==> config.mk <==
export PLATFORM = sky130hd
export DESIGN_NAME = keypad_matrix_scan_debounce
export DESIGN_NICKNAME = d
export VERILOG_FILES = /design/src/sv/kms_pkg.sv /design/src/sv/keypad_matrix_scan_debounce.sv /design/src/sv/kms_front.sv /design/src/sv/kms_back.sv
export SDC_FILE = /design/constraint.sdc
export NUM_CORES = 1
export LEC_CHECK = 0
export BUFFER_PORTS_ARGS = -buffer_cell sky130_fd_sc_hd__buf_2
export CAP_MARGIN = 20
export CORE_UTILIZATION = 51
export DETAILED_ROUTE_END_ITERATION = 8
export PLACE_DENSITY = 0.7
export SYNTH_ARGS = -nofsm -noshare
export SYNTH_HDL_FRONTEND = slang
export SYNTH_SLANG_ARGS = --single-unit
==> constraint.sdc <==
create_clock -name clock -period 4.51 [get_ports clock]
set_input_delay 0 -clock clock [delete_from_list [all_inputs] [get_ports clock]]
set_output_delay 0 -clock clock [all_outputs]
set_load 0.01 [all_outputs]
==> src/sv/kms_pkg.sv <==
// Shared types, constants and the report code table of the keypad scanner.
package kms_pkg;

   localparam int ROW_COUNT = 8;
   localparam int COLUMN_COUNT_DEFAULT = 4;
   localparam int COLUMN_WIDTH = 2;
   localparam int DRIVE_WIDTH = 4;

   localparam logic [1:0] CSR_SHIFT_OVERRIDE = 2'd0;
   localparam logic [1:0] CSR_DEBOUNCE_TICKS = 2'd1;
   localparam logic [1:0] CSR_LONG_PRESS_TICKS = 2'd2;

   localparam logic [7:0] DEBOUNCE_RESET = 8'd10;
   localparam logic [15:0] LONG_PRESS_RESET = 16'd1000;

   localparam logic [4:0] SC_BAND_SHIFT = 5'd9;
   localparam logic [4:0] SC_ENC_SHIFT = 5'd27;
   localparam logic [5:0] CODE_ENC5 = 6'd13;
   localparam logic [5:0] CODE_ENC5_SHIFTED = 6'd41;

   localparam logic [2:0] PH_IDLE = 3'd0;
   localparam logic [2:0] PH_WAIT_PRESS = 3'd1;
   localparam logic [2:0] PH_PRESSED = 3'd2;
   localparam logic [2:0] PH_WAIT_RELEASE = 3'd3;
   localparam logic [2:0] PH_MULTI = 3'd4;
   localparam logic [2:0] PH_WAIT_MULTI_RELEASE = 3'd5;

   localparam logic [1:0] EV_PRESS = 2'd0;
   localparam logic [1:0] EV_RELEASE = 2'd1;
   localparam logic [1:0] EV_LONG = 2'd2;

   typedef struct packed {
      logic       many;
      logic [3:0] row;
   } row_class_type;

   function automatic logic [5:0] code_lookup(input logic [5:0] idx);
      logic [5:0] code;
      case (idx)
         6'd0: code = 6'd4;   6'd1: code = 6'd5;   6'd2: code = 6'd6;   6'd3: code = 6'd7;
         6'd4: code = 6'd1;   6'd5: code = 6'd2;   6'd6: code = 6'd3;   6'd7: code = 6'd0;
         6'd8: code = 6'd8;   6'd9: code = 6'd39;  6'd10: code = 6'd23; 6'd11: code = 6'd20;
         6'd12: code = 6'd17; 6'd13: code = 6'd14; 6'd14: code = 6'd0;  6'd15: code = 6'd0;
         6'd16: code = 6'd24; 6'd17: code = 6'd25; 6'd18: code = 6'd21; 6'd19: code = 6'd22;
         6'd20: code = 6'd18; 6'd21: code = 6'd19; 6'd22: code = 6'd15; 6'd23: code = 6'd16;
         6'd24: code = 6'd9;  6'd25: code = 6'd10; 6'd26: code = 6'd11; 6'd27: code = 6'd40;
         6'd28: code = 6'd12; 6'd29: code = 6'd13; 6'd30: code = 6'd0;  6'd31: code = 6'd0;
         6'd32: code = 6'd4;  6'd33: code = 6'd5;  6'd34: code = 6'd6;  6'd35: code = 6'd7;
         6'd36: code = 6'd1;  6'd37: code = 6'd2;  6'd38: code = 6'd3;  6'd39: code = 6'd0;
         6'd40: code = 6'd8;  6'd41: code = 6'd39; 6'd42: code = 6'd36; 6'd43: code = 6'd33;
         6'd44: code = 6'd30; 6'd45: code = 6'd27; 6'd46: code = 6'd0;  6'd47: code = 6'd0;
         6'd48: code = 6'd37; 6'd49: code = 6'd38; 6'd50: code = 6'd34; 6'd51: code = 6'd35;
         6'd52: code = 6'd31; 6'd53: code = 6'd32; 6'd54: code = 6'd28; 6'd55: code = 6'd29;
         6'd56: code = 6'd9;  6'd57: code = 6'd10; 6'd58: code = 6'd11; 6'd59: code = 6'd40;
         6'd60: code = 6'd12; 6'd61: code = 6'd13; 6'd62: code = 6'd0;  6'd63: code = 6'd0;
         default: code = 6'd0;
      endcase
      return code;
   endfunction

endpackage

==> src/sv/keypad_matrix_scan_debounce.sv <==
// Top level of the keypad matrix scanner with debounce.
// Each request is one scan tick carrying the active-low rows of the driven column; each
// request yields exactly one response with any press, release or long-press event, the
// column to drive next and the two shift flags. One request per clock is sustained while
// rsp_stall is low: the front end classifies rows into a two-entry queue and the back end
// runs the sequencer one queued tick per cycle into a response register, so a response is
// offered once its request has passed the queue and the response register. Settings may be
// written at any time the block is idle; csr_ready is always high.
module keypad_matrix_scan_debounce #(
   parameter int COLUMN_COUNT = kms_pkg::COLUMN_COUNT_DEFAULT
) (
   input  logic        clock,
   input  logic        reset,
   input  logic        req_valid,
   output logic        req_stall,
   input  logic [7:0]  req_row_bits,
   output logic        rsp_valid,
   input  logic        rsp_stall,
   output logic        rsp_event_valid,
   output logic [1:0]  rsp_event_kind,
   output logic [5:0]  rsp_button_code,
   output logic [3:0]  rsp_column_drive,
   output logic        rsp_band_shift_on,
   output logic        rsp_encoder_shift_on,
   input  logic        csr_valid,
   output logic        csr_ready,
   input  logic [1:0]  csr_index,
   input  logic [15:0] csr_data
);

   logic                   q_valid;
   logic                   q_pop;
   kms_pkg::row_class_type q_class;

   kms_front u_front (
      .clock        (clock),
      .reset        (reset),
      .req_valid    (req_valid),
      .req_row_bits (req_row_bits),
      .req_stall    (req_stall),
      .q_valid      (q_valid),
      .q_class      (q_class),
      .q_pop        (q_pop)
   );

   kms_back #(
      .COLUMN_COUNT (COLUMN_COUNT)
   ) u_back (
      .clock                (clock),
      .reset                (reset),
      .csr_valid            (csr_valid),
      .csr_ready            (csr_ready),
      .csr_index            (csr_index),
      .csr_data             (csr_data),
      .q_valid              (q_valid),
      .q_class              (q_class),
      .q_pop                (q_pop),
      .rsp_valid            (rsp_valid),
      .rsp_stall            (rsp_stall),
      .rsp_event_valid      (rsp_event_valid),
      .rsp_event_kind       (rsp_event_kind),
      .rsp_button_code      (rsp_button_code),
      .rsp_column_drive     (rsp_column_drive),
      .rsp_band_shift_on    (rsp_band_shift_on),
      .rsp_encoder_shift_on (rsp_encoder_shift_on)
   );

endmodule

==> src/sv/kms_front.sv <==
// Front end: accepts row samples, classifies them and queues the class.
module kms_front (
   input  logic                   clock,
   input  logic                   reset,
   input  logic                   req_valid,
   input  logic [7:0]             req_row_bits,
   output logic                   req_stall,
   output logic                   q_valid,
   output kms_pkg::row_class_type q_class,
   input  logic                   q_pop
);

   kms_pkg::row_class_type queue_ff [2];
   logic [1:0] count_ff, count_in;
   logic       wr_ptr_ff, wr_ptr_in;
   logic       rd_ptr_ff, rd_ptr_in;
   logic       push;
   logic       pop;
   kms_pkg::row_class_type new_class;

   always_comb begin
      new_class.many = 1'b0;
      new_class.row = 4'd0;
      for (int i = 0; i < kms_pkg::ROW_COUNT; i++) begin
         if (!req_row_bits[i]) begin
            if (!new_class.many && new_class.row == 4'd0) begin
               new_class.row = 4'(i + 1);
            end else begin
               new_class.many = 1'b1;
               new_class.row = 4'd0;
            end
         end
      end
   end

   assign req_stall = count_ff[1];
   assign push = req_valid && !req_stall;
   assign q_valid = count_ff != 2'd0;
   assign pop = q_pop && q_valid;
   assign q_class = queue_ff[rd_ptr_ff];

   always_comb begin
      count_in = count_ff;
      wr_ptr_in = wr_ptr_ff;
      rd_ptr_in = rd_ptr_ff;
      if (push) begin
         wr_ptr_in = ~wr_ptr_ff;
      end
      if (pop) begin
         rd_ptr_in = ~rd_ptr_ff;
      end
      if (push && !pop) begin
         count_in = count_ff + 2'd1;
      end else if (pop && !push) begin
         count_in = count_ff - 2'd1;
      end
   end

   always_ff @(posedge clock) begin
      if (reset) begin
         count_ff <= 2'd0;
         wr_ptr_ff <= 1'b0;
         rd_ptr_ff <= 1'b0;
      end else begin
         count_ff <= count_in;
         wr_ptr_ff <= wr_ptr_in;
         rd_ptr_ff <= rd_ptr_in;
      end
   end

   always_ff @(posedge clock) begin
      if (push) begin
         queue_ff[wr_ptr_ff] <= new_class;
      end
   end

endmodule

==> src/sv/kms_back.sv <==
// Back end: debounce sequencer, event lookup, settings and result register.
module kms_back #(
   parameter int COLUMN_COUNT = kms_pkg::COLUMN_COUNT_DEFAULT
) (
   input  logic                   clock,
   input  logic                   reset,
   input  logic                   csr_valid,
   output logic                   csr_ready,
   input  logic [1:0]             csr_index,
   input  logic [15:0]            csr_data,
   input  logic                   q_valid,
   input  kms_pkg::row_class_type q_class,
   output logic                   q_pop,
   output logic                   rsp_valid,
   input  logic                   rsp_stall,
   output logic                   rsp_event_valid,
   output logic [1:0]             rsp_event_kind,
   output logic [5:0]             rsp_button_code,
   output logic [3:0]             rsp_column_drive,
   output logic                   rsp_band_shift_on,
   output logic                   rsp_encoder_shift_on
);

   localparam logic [kms_pkg::COLUMN_WIDTH-1:0] LAST_COLUMN =
      kms_pkg::COLUMN_WIDTH'(COLUMN_COUNT - 1);

   logic        shift_override_ff;
   logic [7:0]  debounce_ticks_ff;
   logic [15:0] long_press_ticks_ff;

   logic [2:0]  phase_ff, phase_in;
   logic [kms_pkg::COLUMN_WIDTH-1:0] column_ff, column_in;
   logic [3:0]  held_row_ff, held_row_in;
   logic [7:0]  wait_ff, wait_in;
   logic [15:0] hold_ff, hold_in;
   logic        band_ff, band_in;
   logic        enc_ff, enc_in;

   logic        out_valid_ff;
   logic        ev_valid_ff, ev_valid_in;
   logic [1:0]  ev_kind_ff, ev_kind_in;
   logic [5:0]  ev_code_ff, ev_code_in;
   logic [3:0]  drive_ff;
   logic        band_out_ff;
   logic        enc_out_ff;

   logic        step;
   logic        row_none;
   logic        row_held;
   logic        fire;
   logic [1:0]  fire_kind;
   logic [4:0]  scan;
   logic        use_upper;
   logic [5:0]  rom_code;
   logic [5:0]  code;

   assign csr_ready = 1'b1;
   assign q_pop = !out_valid_ff || !rsp_stall;
   assign step = q_valid && q_pop;

   assign row_none = !q_class.many && q_class.row == 4'd0;
   assign row_held = !q_class.many && q_class.row == held_row_ff;

   assign scan = 5'({column_ff, 3'b000}) + 5'(held_row_ff) - 5'd1;

   always_comb begin
      phase_in = phase_ff;
      column_in = column_ff;
      held_row_in = held_row_ff;
      wait_in = wait_ff;
      hold_in = hold_ff;
      fire = 1'b0;
      fire_kind = kms_pkg::EV_PRESS;
      if (wait_ff != 8'd0) begin
         wait_in = wait_ff - 8'd1;
      end else begin
         case (phase_ff)
            kms_pkg::PH_WAIT_PRESS: begin
               if (row_held) begin
                  phase_in = kms_pkg::PH_PRESSED;
                  fire = 1'b1;
                  fire_kind = kms_pkg::EV_PRESS;
                  hold_in = long_press_ticks_ff;
               end else begin
                  phase_in = kms_pkg::PH_MULTI;
                  wait_in = debounce_ticks_ff;
               end
            end
            kms_pkg::PH_PRESSED: begin
               if (row_none) begin
                  phase_in = kms_pkg::PH_WAIT_RELEASE;
                  wait_in = debounce_ticks_ff;
               end else if (!row_held) begin
                  phase_in = kms_pkg::PH_MULTI;
                  wait_in = debounce_ticks_ff;
                  fire = 1'b1;
                  fire_kind = kms_pkg::EV_RELEASE;
               end else if (hold_ff != 16'd0) begin
                  hold_in = hold_ff - 16'd1;
                  if (hold_ff == 16'd1) begin
                     fire = 1'b1;
                     fire_kind = kms_pkg::EV_LONG;
                  end
               end
            end
            kms_pkg::PH_WAIT_RELEASE: begin
               if (row_none) begin
                  phase_in = kms_pkg::PH_IDLE;
                  wait_in = debounce_ticks_ff;
                  fire = 1'b1;
                  fire_kind = kms_pkg::EV_RELEASE;
               end else if (!row_held) begin
                  phase_in = kms_pkg::PH_MULTI;
                  wait_in = debounce_ticks_ff;
               end
            end
            kms_pkg::PH_MULTI: begin
               if (row_none) begin
                  phase_in = kms_pkg::PH_WAIT_MULTI_RELEASE;
                  wait_in = debounce_ticks_ff;
               end
            end
            kms_pkg::PH_WAIT_MULTI_RELEASE: begin
               phase_in = row_none ? kms_pkg::PH_IDLE : kms_pkg::PH_MULTI;
               wait_in = debounce_ticks_ff;
            end
            default: begin
               if (row_none) begin
                  phase_in = kms_pkg::PH_IDLE;
                  column_in = (column_ff == LAST_COLUMN) ?
                     '0 : column_ff + kms_pkg::COLUMN_WIDTH'(1);
               end else if (q_class.many) begin
                  phase_in = kms_pkg::PH_MULTI;
                  wait_in = debounce_ticks_ff;
               end else begin
                  held_row_in = q_class.row;
                  phase_in = kms_pkg::PH_WAIT_PRESS;
                  wait_in = debounce_ticks_ff;
               end
            end
         endcase
      end
   end

   assign use_upper = !shift_override_ff && band_ff;
   assign rom_code = kms_pkg::code_lookup({use_upper, scan});
   assign code = (enc_ff && rom_code == kms_pkg::CODE_ENC5) ?
      kms_pkg::CODE_ENC5_SHIFTED : rom_code;

   always_comb begin
      band_in = band_ff;
      enc_in = enc_ff;
      ev_valid_in = 1'b0;
      ev_kind_in = kms_pkg::EV_PRESS;
      ev_code_in = 6'd0;
      if (fire) begin
         if (!shift_override_ff && scan == kms_pkg::SC_BAND_SHIFT) begin
            if (fire_kind == kms_pkg::EV_PRESS) begin
               band_in = ~band_ff;
            end
         end else if (!shift_override_ff && scan == kms_pkg::SC_ENC_SHIFT) begin
            if (fire_kind == kms_pkg::EV_PRESS) begin
               enc_in = ~enc_ff;
            end
         end else if (code != 6'd0) begin
            ev_valid_in = 1'b1;
            ev_kind_in = fire_kind;
            ev_code_in = code;
         end
      end
   end

   always_ff @(posedge clock) begin
      if (reset) begin
         shift_override_ff <= 1'b0;
         debounce_ticks_ff <= kms_pkg::DEBOUNCE_RESET;
         long_press_ticks_ff <= kms_pkg::LONG_PRESS_RESET;
      end else if (csr_valid) begin
         case (csr_index)
            kms_pkg::CSR_SHIFT_OVERRIDE: shift_override_ff <= csr_data[0];
            kms_pkg::CSR_DEBOUNCE_TICKS: debounce_ticks_ff <= csr_data[7:0];
            kms_pkg::CSR_LONG_PRESS_TICKS: long_press_ticks_ff <= csr_data;
            default: ;
         endcase
      end
   end

   always_ff @(posedge clock) begin
      if (reset) begin
         phase_ff <= kms_pkg::PH_IDLE;
         column_ff <= '0;
         held_row_ff <= 4'd0;
         wait_ff <= 8'd0;
         hold_ff <= 16'd0;
         band_ff <= 1'b0;
         enc_ff <= 1'b0;
         out_valid_ff <= 1'b0;
      end else begin
         if (step) begin
            phase_ff <= phase_in;
            column_ff <= column_in;
            held_row_ff <= held_row_in;
            wait_ff <= wait_in;
            hold_ff <= hold_in;
            band_ff <= band_in;
            enc_ff <= enc_in;
         end
         if (q_pop) begin
            out_valid_ff <= q_valid;
         end
      end
   end

   always_ff @(posedge clock) begin
      if (step) begin
         ev_valid_ff <= ev_valid_in;
         ev_kind_ff <= ev_kind_in;
         ev_code_ff <= ev_code_in;
         drive_ff <= 4'(4'b0001 << column_in);
         band_out_ff <= band_in;
         enc_out_ff <= enc_in;
      end
   end

   assign rsp_valid = out_valid_ff;
   assign rsp_event_valid = ev_valid_ff;
   assign rsp_event_kind = ev_kind_ff;
   assign rsp_button_code = ev_code_ff;
   assign rsp_column_drive = drive_ff;
   assign rsp_band_shift_on = band_out_ff;
   assign rsp_encoder_shift_on = enc_out_ff;

endmodule
Word-level counts from Yosys, hierarchy flattened

Memory sizes are Yosys's and may differ from the RTL's. A register that Yosys moved wholly into a read port is not among the register bits.
Index checks and enable logic that the tools add are counted.

Logic and storage cells: 195
Latch bits: 0
Memories: 2
Output and inout bits: 18
Bits in writable memories: 10
Input bits: 31
Flip-flop bits (word level): 80
Bits in read-only memories: 384

Memory list:

| memory           | depth | width | read ports | clocked after Yosys merged registers in | write ports | RTL line        | RTL |
|---|---|---|---|---|---|---|---|
| (name not given) | 64    | 6     | 1          | 0                                       | 0           | kms_pkg.sv:39   | `case (idx)` |
| u_front.queue_ff | 2     | 5     | 1          | 1                                       | 1           | kms_front.sv:13 | `kms_pkg::row_class_type queue_ff [2];` |

$lt $le $gt $ge: 0
Div/mod/pow operators: 0
Shifts and indexed selects: 1
Multipliers: 0
Equal/unequal tests: 20
Bitwise gates (word level): 10
Muxes and demuxes: 76
Reduce and logical (&&, ||, !) cells: 59
Add/sub/neg operators: 7

Operators by type and width:

| cell                  | count |
|---|---|
| $mux 16               | 4 |
| $mux 8                | 5 |
| $mux 3                | 12 |
| $mux 5                | 7 |
| $logic_not 4->1       | 8 |
| $pmux 16 s2           | 1 |
| $pmux 8 s4            | 1 |
| $mux 1                | 28 |
| $mux 2                | 13 |
| $logic_and 1x1->1     | 17 |
| $eq 16x1->1 const B   | 1 |
| $reduce_bool 16->1    | 1 |
| $sub 16x1->16 const B | 1 |
| $pmux 3 s5            | 1 |
| $logic_not 1->1       | 13 |
| $not 1->1             | 10 |
| $ne 2x1->1 const B    | 4 |
| $reduce_bool 8->1     | 1 |
| $sub 8x1->8 const B   | 1 |
| $reduce_and 7->1      | 1 |
| $eq 3x2->1 const B    | 2 |
| $eq 3x3->1 const B    | 2 |
| $eq 6x4->1 const B    | 1 |
| $mux 6                | 1 |
| other kinds (29)      | 37 |

Depth between registers and ports, before layout

Depth in word-level cells: 29
Depth in mapped cells: 13
Mapped depth without buffers: 11

By module

A second synthesis with hierarchy kept.

Cell total of the unflattened synthesis: 682
Area total of the unflattened synthesis: 5597.9 µm²

By module, submodules not included:

| module    | sequential area each (µm²) | times used | cells an instance | area each (µm²) |
|---|---|---|---|---|
| kms_back  | 1671.6                     | 1          | 602               | 4734.5 |
| kms_front | 400.4                      | 1          | 80                | 863.3 |

Worst setup path after synthesis

OpenSTA, ideal clock, no wires.

Path kind: register to register
Start: register u_back.held_row_ff[1]
End: register u_back.ev_kind_ff[1], in the netlist u_back.rsp_event_kind[1] (data pin)
Required time: 4.236 ns
Library setup time: 0.274 ns
Slack: 1.281 ns
Period minus slack after synthesis: 3.229 ns
Path buffers: 2
Arrival time: 2.955 ns
Stages on the path, launching flop included: 13
Path through: dfxtp_1 > inv_1 > ha_1 > inv_1 > fa_1 > clkbuf_1 > clkbuf_1 > a21oi_1 > o2bb2ai_1 > o31ai_1 > o21ai_0 > nor4_1 > nor3_1

Cells in the longest elaborated chain, start to end: 9
Elaborated cells on any way between the ends: 25
Those cells by class: add/sub: 2; eq/ne: 4; mux: 10; bitwise: 2; reduce/logical: 6; memory: 1

RTL lines:

| element                          | RTL line        | RTL |
|---|---|---|
| from (decl)                      | kms_back.sv:33  | `logic [3:0] held_row_ff, held_row_in;` |
| from (signal assigned)           | kms_back.sv:202 | `held_row_ff <= held_row_in;` |
| $add 5x4->5                      | kms_back.sv:64  | `assign scan = 5'({column_ff, 3'b000}) + 5'(held_row_ff) - 5'd1;` |
| $sub 5x1->5                      | kms_back.sv:64  |  |
| $mem_v2 64x6                     | --              |  |
| $eq 6x4->1                       | kms_back.sv:147 | `assign code = (enc_ff && rom_code == kms_pkg::CODE_ENC5) ?` |
| $logic_and 1x1->1                | kms_back.sv:147 |  |
| $mux 6                           | kms_back.sv:147 |  |
| $reduce_bool 6->1                | kms_back.sv:165 | `end else if (code != 6'd0) begin` |
| $not 1->1 (no source line)       | --              |  |
| $reduce_or 4->1 (no source line) | --              |  |
| to (signal assigned)             | kms_back.sv:217 | `ev_kind_ff <= ev_kind_in;` |
| to (decl)                        | kms_back.sv:41  | `logic [1:0] ev_kind_ff, ev_kind_in;` |

Several ways; a longest one is shown, not always the timed one.
A chain may end at the register's enable or synchronous reset.

Worst setup path in the final report

Same ends and word-level chain as after synthesis.

==> Flow_metrics.wiki <==
{| class="wikitable"
! Metric !! Value
|-
| Result of the run || complete, no violations
|-
| N_diodes || 0
|-
| DRC violations left || 0
|-
| Vias in the first global route || 4574
|-
| Number of top-level design ports || 49
|-
| Worst Clk Skew || just over 20 ps
|-
| Number of pins exceeding their max-slew limit in the final report || 0
|-
| Yosys warnings || 0
|-
| ANT nets after route || 0
|-
| Slack of the worst reg-to-reg path || 590 ps
|-
| Number of antenna violations at the first check in global routing || 0
|-
| Ratio of total power to cell area || 488.2 nW/um^2
|-
| Placeable Area || 10370 um^2
|-
| Detailed-route wire length || 12970 um
|-
| TNS Setup || 0 ps
|-
| Post-route cell area || 6101 um^2
|-
| Routability congestion estimate || ~0.88
|-
| Detailed-routed wire length on met3 || just under 700 um
|-
| Worst Hold Depth || 4
|-
| Path type of the worst min-delay path || in -> reg
|-
| Worst Setup Slack, final || 594.4 ps
|-
| Post-placement worst setup slack || 655.8 ps
|-
| HPWL reported at the end of detailed placement || 9144 um
|-
| Share of cells above drive strength 1 || 0.1188
|-
| Category of the worst setup path capture point || register
|-
| Number of hold violations in the final report || 0
|-
| Maximum root-to-sink buffer count || 2
|-
| CTS clock-pin slew for the worst setup and hold paths || approximately 100 ps
|-
| Top routing layer in use || met4
|-
| CTS Buf Count || 9
|-
| Port Buffers || 47
|-
| Max-cap violations || 0
|-
| End of the critical path || u_back.rsp_event_kind[1]
|-
| Starting utilization of the core area || 0.5282
|-
| Number of enable-type register cells in the synthesized netlist || 25
|-
| Start-to-end type of the worst setup path || reg -> reg
|-
| Slew margin rel. || 0.3402
|-
| Total number of vias || slightly below 5000
|-
| Worst Tran Pin Value || 986.0 ps
|-
| WL met2 || 5905 um
|-
| Number of levels the H-tree was split into || 3
|-
| Beginning of the worst register-to-register path || u_back.held_row_ff[1]
|-
| Iteration-0 DRC count of the detailed router || 312
|-
| Mapped Cells || 678
|-
| Final period util || 0.8682
|-
| Largest net degree at the start of global routing || 40
|-
| Cell accounting for the most synthesized area || dfxtp_1
|-
| Post-layout minimum cycle time || between 3000 and 4000 ps
|-
| Post-synthesis to final-layout area growth || 11.38%
|-
| Number of flip-flops and latches in the synthesized netlist || around 90
|-
| GR Util All Layers || 0.2423
|-
| Routed wire length per instance || approximately 15 um
|-
| Detailed-routing iteration count for the pre-antenna-repair pass || 5
|-
| Clock tree from TritonCTS || yes
|-
| Crit path from || u_back.held_row_ff[1]
|-
| Seq/Total Area, Yosys || 0.3783
|-
| Count of placed standard cells including taps || about 830
|-
| End of the worst register-to-register path || u_back.rsp_event_kind[1]
|-
| Sinks on the clock net || around 90
|-
| Total Die Area || roughly 11000 um^2
|-
| Mean cell area of the mapped netlist || 8.079 um^2
|-
| Post-detailed-placement cell area || 5746 um^2
|-
| Max Fanout on Critical Path || 17
|-
| Required @ worst endpoint || about 4600 ps
|-
| Reported leakage power || approximately 2.3 nW
|-
| Total Nets Final || 766
|-
| Insertion delay to the later sink of the worst-skew pair || 360 ps
|-
| First-pass GRT wire length || 21870 um
|-
| Vias/cell || 5.779
|-
| Unrepaired setup endpoints after global routing || false
|-
| Final hold slack || 25.16 ps
|-
| Global route overflow || 0
|-
| Share of the synthesized area in the top cell type || 0.2412
|-
| Post-CTS Resized || 0
|-
| Arrival time at the worst endpoint || 3990 ps
|-
| R2R depth || 11
|-
| Timing-limited maximum frequency || 255.4 MHz
|-
| M1 wire length || 6244 um
|-
| Kind of start point of the critical path || register
|-
| Total of endpoints with negative setup slack in the final report || 0
|-
| Most used flip-flop cell after synthesis || dfxtp_1
|-
| Peak ir drop on the vdd network || 0.3105 mV
|-
| Syn Std Cell Area || 5478 um^2
|-
| Footprint of the flip-flops and latches || approximately 2100 um^2
|-
| Area occupied by multi-input gates || 3152 um^2
|-
| Net count of the mapped netlist || slightly above 700
|-
| Synth unique cells || 74
|-
| Clock root buffer master || clkbuf_8
|-
| Largest cells by area after synthesis || dfxtp_1 24%, edfxtp_1 14%, a21oi_1 5.9%, nand2_1 5.9%, nor2_1 5.8%
|-
| Die extent in x || 105.6 um
|-
| Layout fillers || roughly 960
|-
| Share of synthesized flip-flops with an asynchronous set or reset || 0
|-
| Std cell rows || 37
|-
| Vertical die dimension || 105.6 um
|-
| Cell Count, Final, Fillers Out || 860
|}
==> worst min-delay path by stage <==
stage,startpoint,end,slack (ps)
detailed placement,csr_data[8],u_back.long_press_ticks_ff[8],220
global placement,csr_data[8],u_back.long_press_ticks_ff[8],210
floorplan,csr_data[6],u_back.long_press_ticks_ff[6],120
global route,csr_index[1],u_back.shift_override_ff,90
CTS,csr_index[0],u_back.shift_override_ff,20
finish,csr_index[0],u_back.shift_override_ff,30
==> worst max-delay path, stage by stage (launching register included) <==
cell	delay, ps
dfxtp_1	390
inv_1	220
ha_1	360
inv_1	150
fa_1	720
nor2b_1	250
a22o_1	200
a31o_2	200
a311oi_1	380
a32oi_1	110
nor4_1	490
nor3_1	140
==> synthesized netlist by cell type (5+ instances only) <==
cell / count
nand3_1: 15
nand3b_1: 9
nand2_1: 86
and3_1: 6
and2_1: 8
xor2_1: 9
inv_1: 23
o21ai_0: 33
dfxtp_1: 66
nand4_1: 5
a211o_1: 5
mux2i_1: 14
nor3_1: 23
nand2b_1: 5
nor2_1: 84
o211ai_1: 6
a31oi_1: 10
a211oi_1: 7
nor4_1: 7
nor2b_1: 14
ha_1: 15
or3_1: 9
xnor2_1: 9
edfxtp_1: 25
clkbuf_1: 30
a21oi_1: 65
==> layout by cell type (no fill, tap or decap), types with 5 or more instances in the layout <==
cell type / Yosys / final
a31oi_1: 10 / 10
nor2_1: 84 / 84
xor2_1: 9 / 9
o211ai_1: 6 / 6
nor2b_1: 14 / 14
mux2i_1: 14 / 14
nor4_1: 7 / 7
and2_1: 8 / 8
xnor2_1: 9 / 9
a211o_1: 5 / 5
nand2b_1: 5 / 5
ha_1: 15 / 15
and3_1: 6 / 6
dfxtp_1: 66 / 66
dlygate4sd3_1: 0 / 18
nor3_1: 23 / 23
o21ai_0: 33 / 33
a211oi_1: 7 / 7
inv_1: 23 / 23
buf_2: 2 / 47
or3_1: 9 / 9
nand3b_1: 9 / 9
nand4_1: 5 / 5
nand3_1: 15 / 15
nand2_1: 86 / 86
edfxtp_1: 25 / 25
a21oi_1: 65 / 65
clkbuf_8: 0 / 10
==> metrics by stage <==
stage / utilization / total power (W)
after global placement: 0.5541 / 0.002426
after CTS: 0.5883 / 0.002978
after global routing: 0.5883 / 0.003191
after detailed placement: 0.5541 / 0.002452
final: 0.5883 / 0.002979
after floorplan: - / 0.002121
==> final cells by class <==
class | count | share of cell area
repair buffers | 69 | 0.07301
multi-input cells | 525 | 0.5166
inverters | 23 | 0.01415
well taps | 136 | 0.02789
clock buffers | 11 | 0.02317
clock inverters | 5 | 0.005537
flip-flops and latches | 91 | 0.3396
==> state kept, by name, summed over array words and instances (netlist names), named ones only <==
| signal | count |
|---|---|
| u_back.band_ff | 1 |
| u_back.column_ff | 2 |
| u_back.debounce_ticks_ff | 8 |
| u_back.enc_ff | 1 |
| u_back.held_row_ff | 4 |
| u_back.hold_ff | 16 |
| u_back.long_press_ticks_ff | 16 |
| u_back.phase_ff | 3 |
| u_back.rsp_band_shift_on | 1 |
| u_back.rsp_button_code | 6 |
| u_back.rsp_column_drive | 4 |
| u_back.rsp_encoder_shift_on | 1 |
| u_back.rsp_event_kind | 2 |
| u_back.rsp_event_valid | 1 |
| u_back.rsp_valid | 1 |
| u_back.shift_override_ff | 1 |
| u_back.wait_ff | 8 |
| u_front.count_ff | 2 |
| u_front.queue_ff | 10 |
| u_front.rd_ptr_ff | 1 |
| u_front.wr_ptr_ff | 1 |
==> power by group <==
group	internal, W	switching [W]	total (W)
clock	0.000218	0.000295	0.000512
combinational	0.000507	0.000837	0.00134
sequential	0.00101	0.000116	0.00112
total	0.00173	0.00125	0.00298
==> layer usage <==
layer | GRT usage | vias up
li1 | - | 2515
met2 | 0.3924 | 129
met3 | 0.05751 | 11
met1 | 0.3301 | 2315
met4 | 0.04960 | 0
met5 | 0 | -
==> logic make-up (layout without fill, tap and decap cells) <==
kind of cell | Yosys count | after routing | synth area share
AOI/OAI and AO/OA | 183 | 183 | 0.2156
xor gates and xnor gates | 19 | 19 | 0.03175
adders and majority gates | 16 | 16 | 0.03792
buffers and inverters | 62 | 108 | 0.04637
DFF | 91 | 91 | 0.3783
muxes | 16 | 16 | 0.03015
other | 1 | 1 | 0.0006846
and+or+nand+nor | 290 | 290 | 0.2593
==> what timing repair did <==
| item | 4_1_cts | 5_1_grt |
|---|---|---|
| buffers inserted | 0 | 0 |
| hold buffers | 18 | 0 |
| hold endpoints to repair | 30 | 0 |
| setup endpoints to repair | 0 | 0 |
Power figures use the tool's default switching activity.
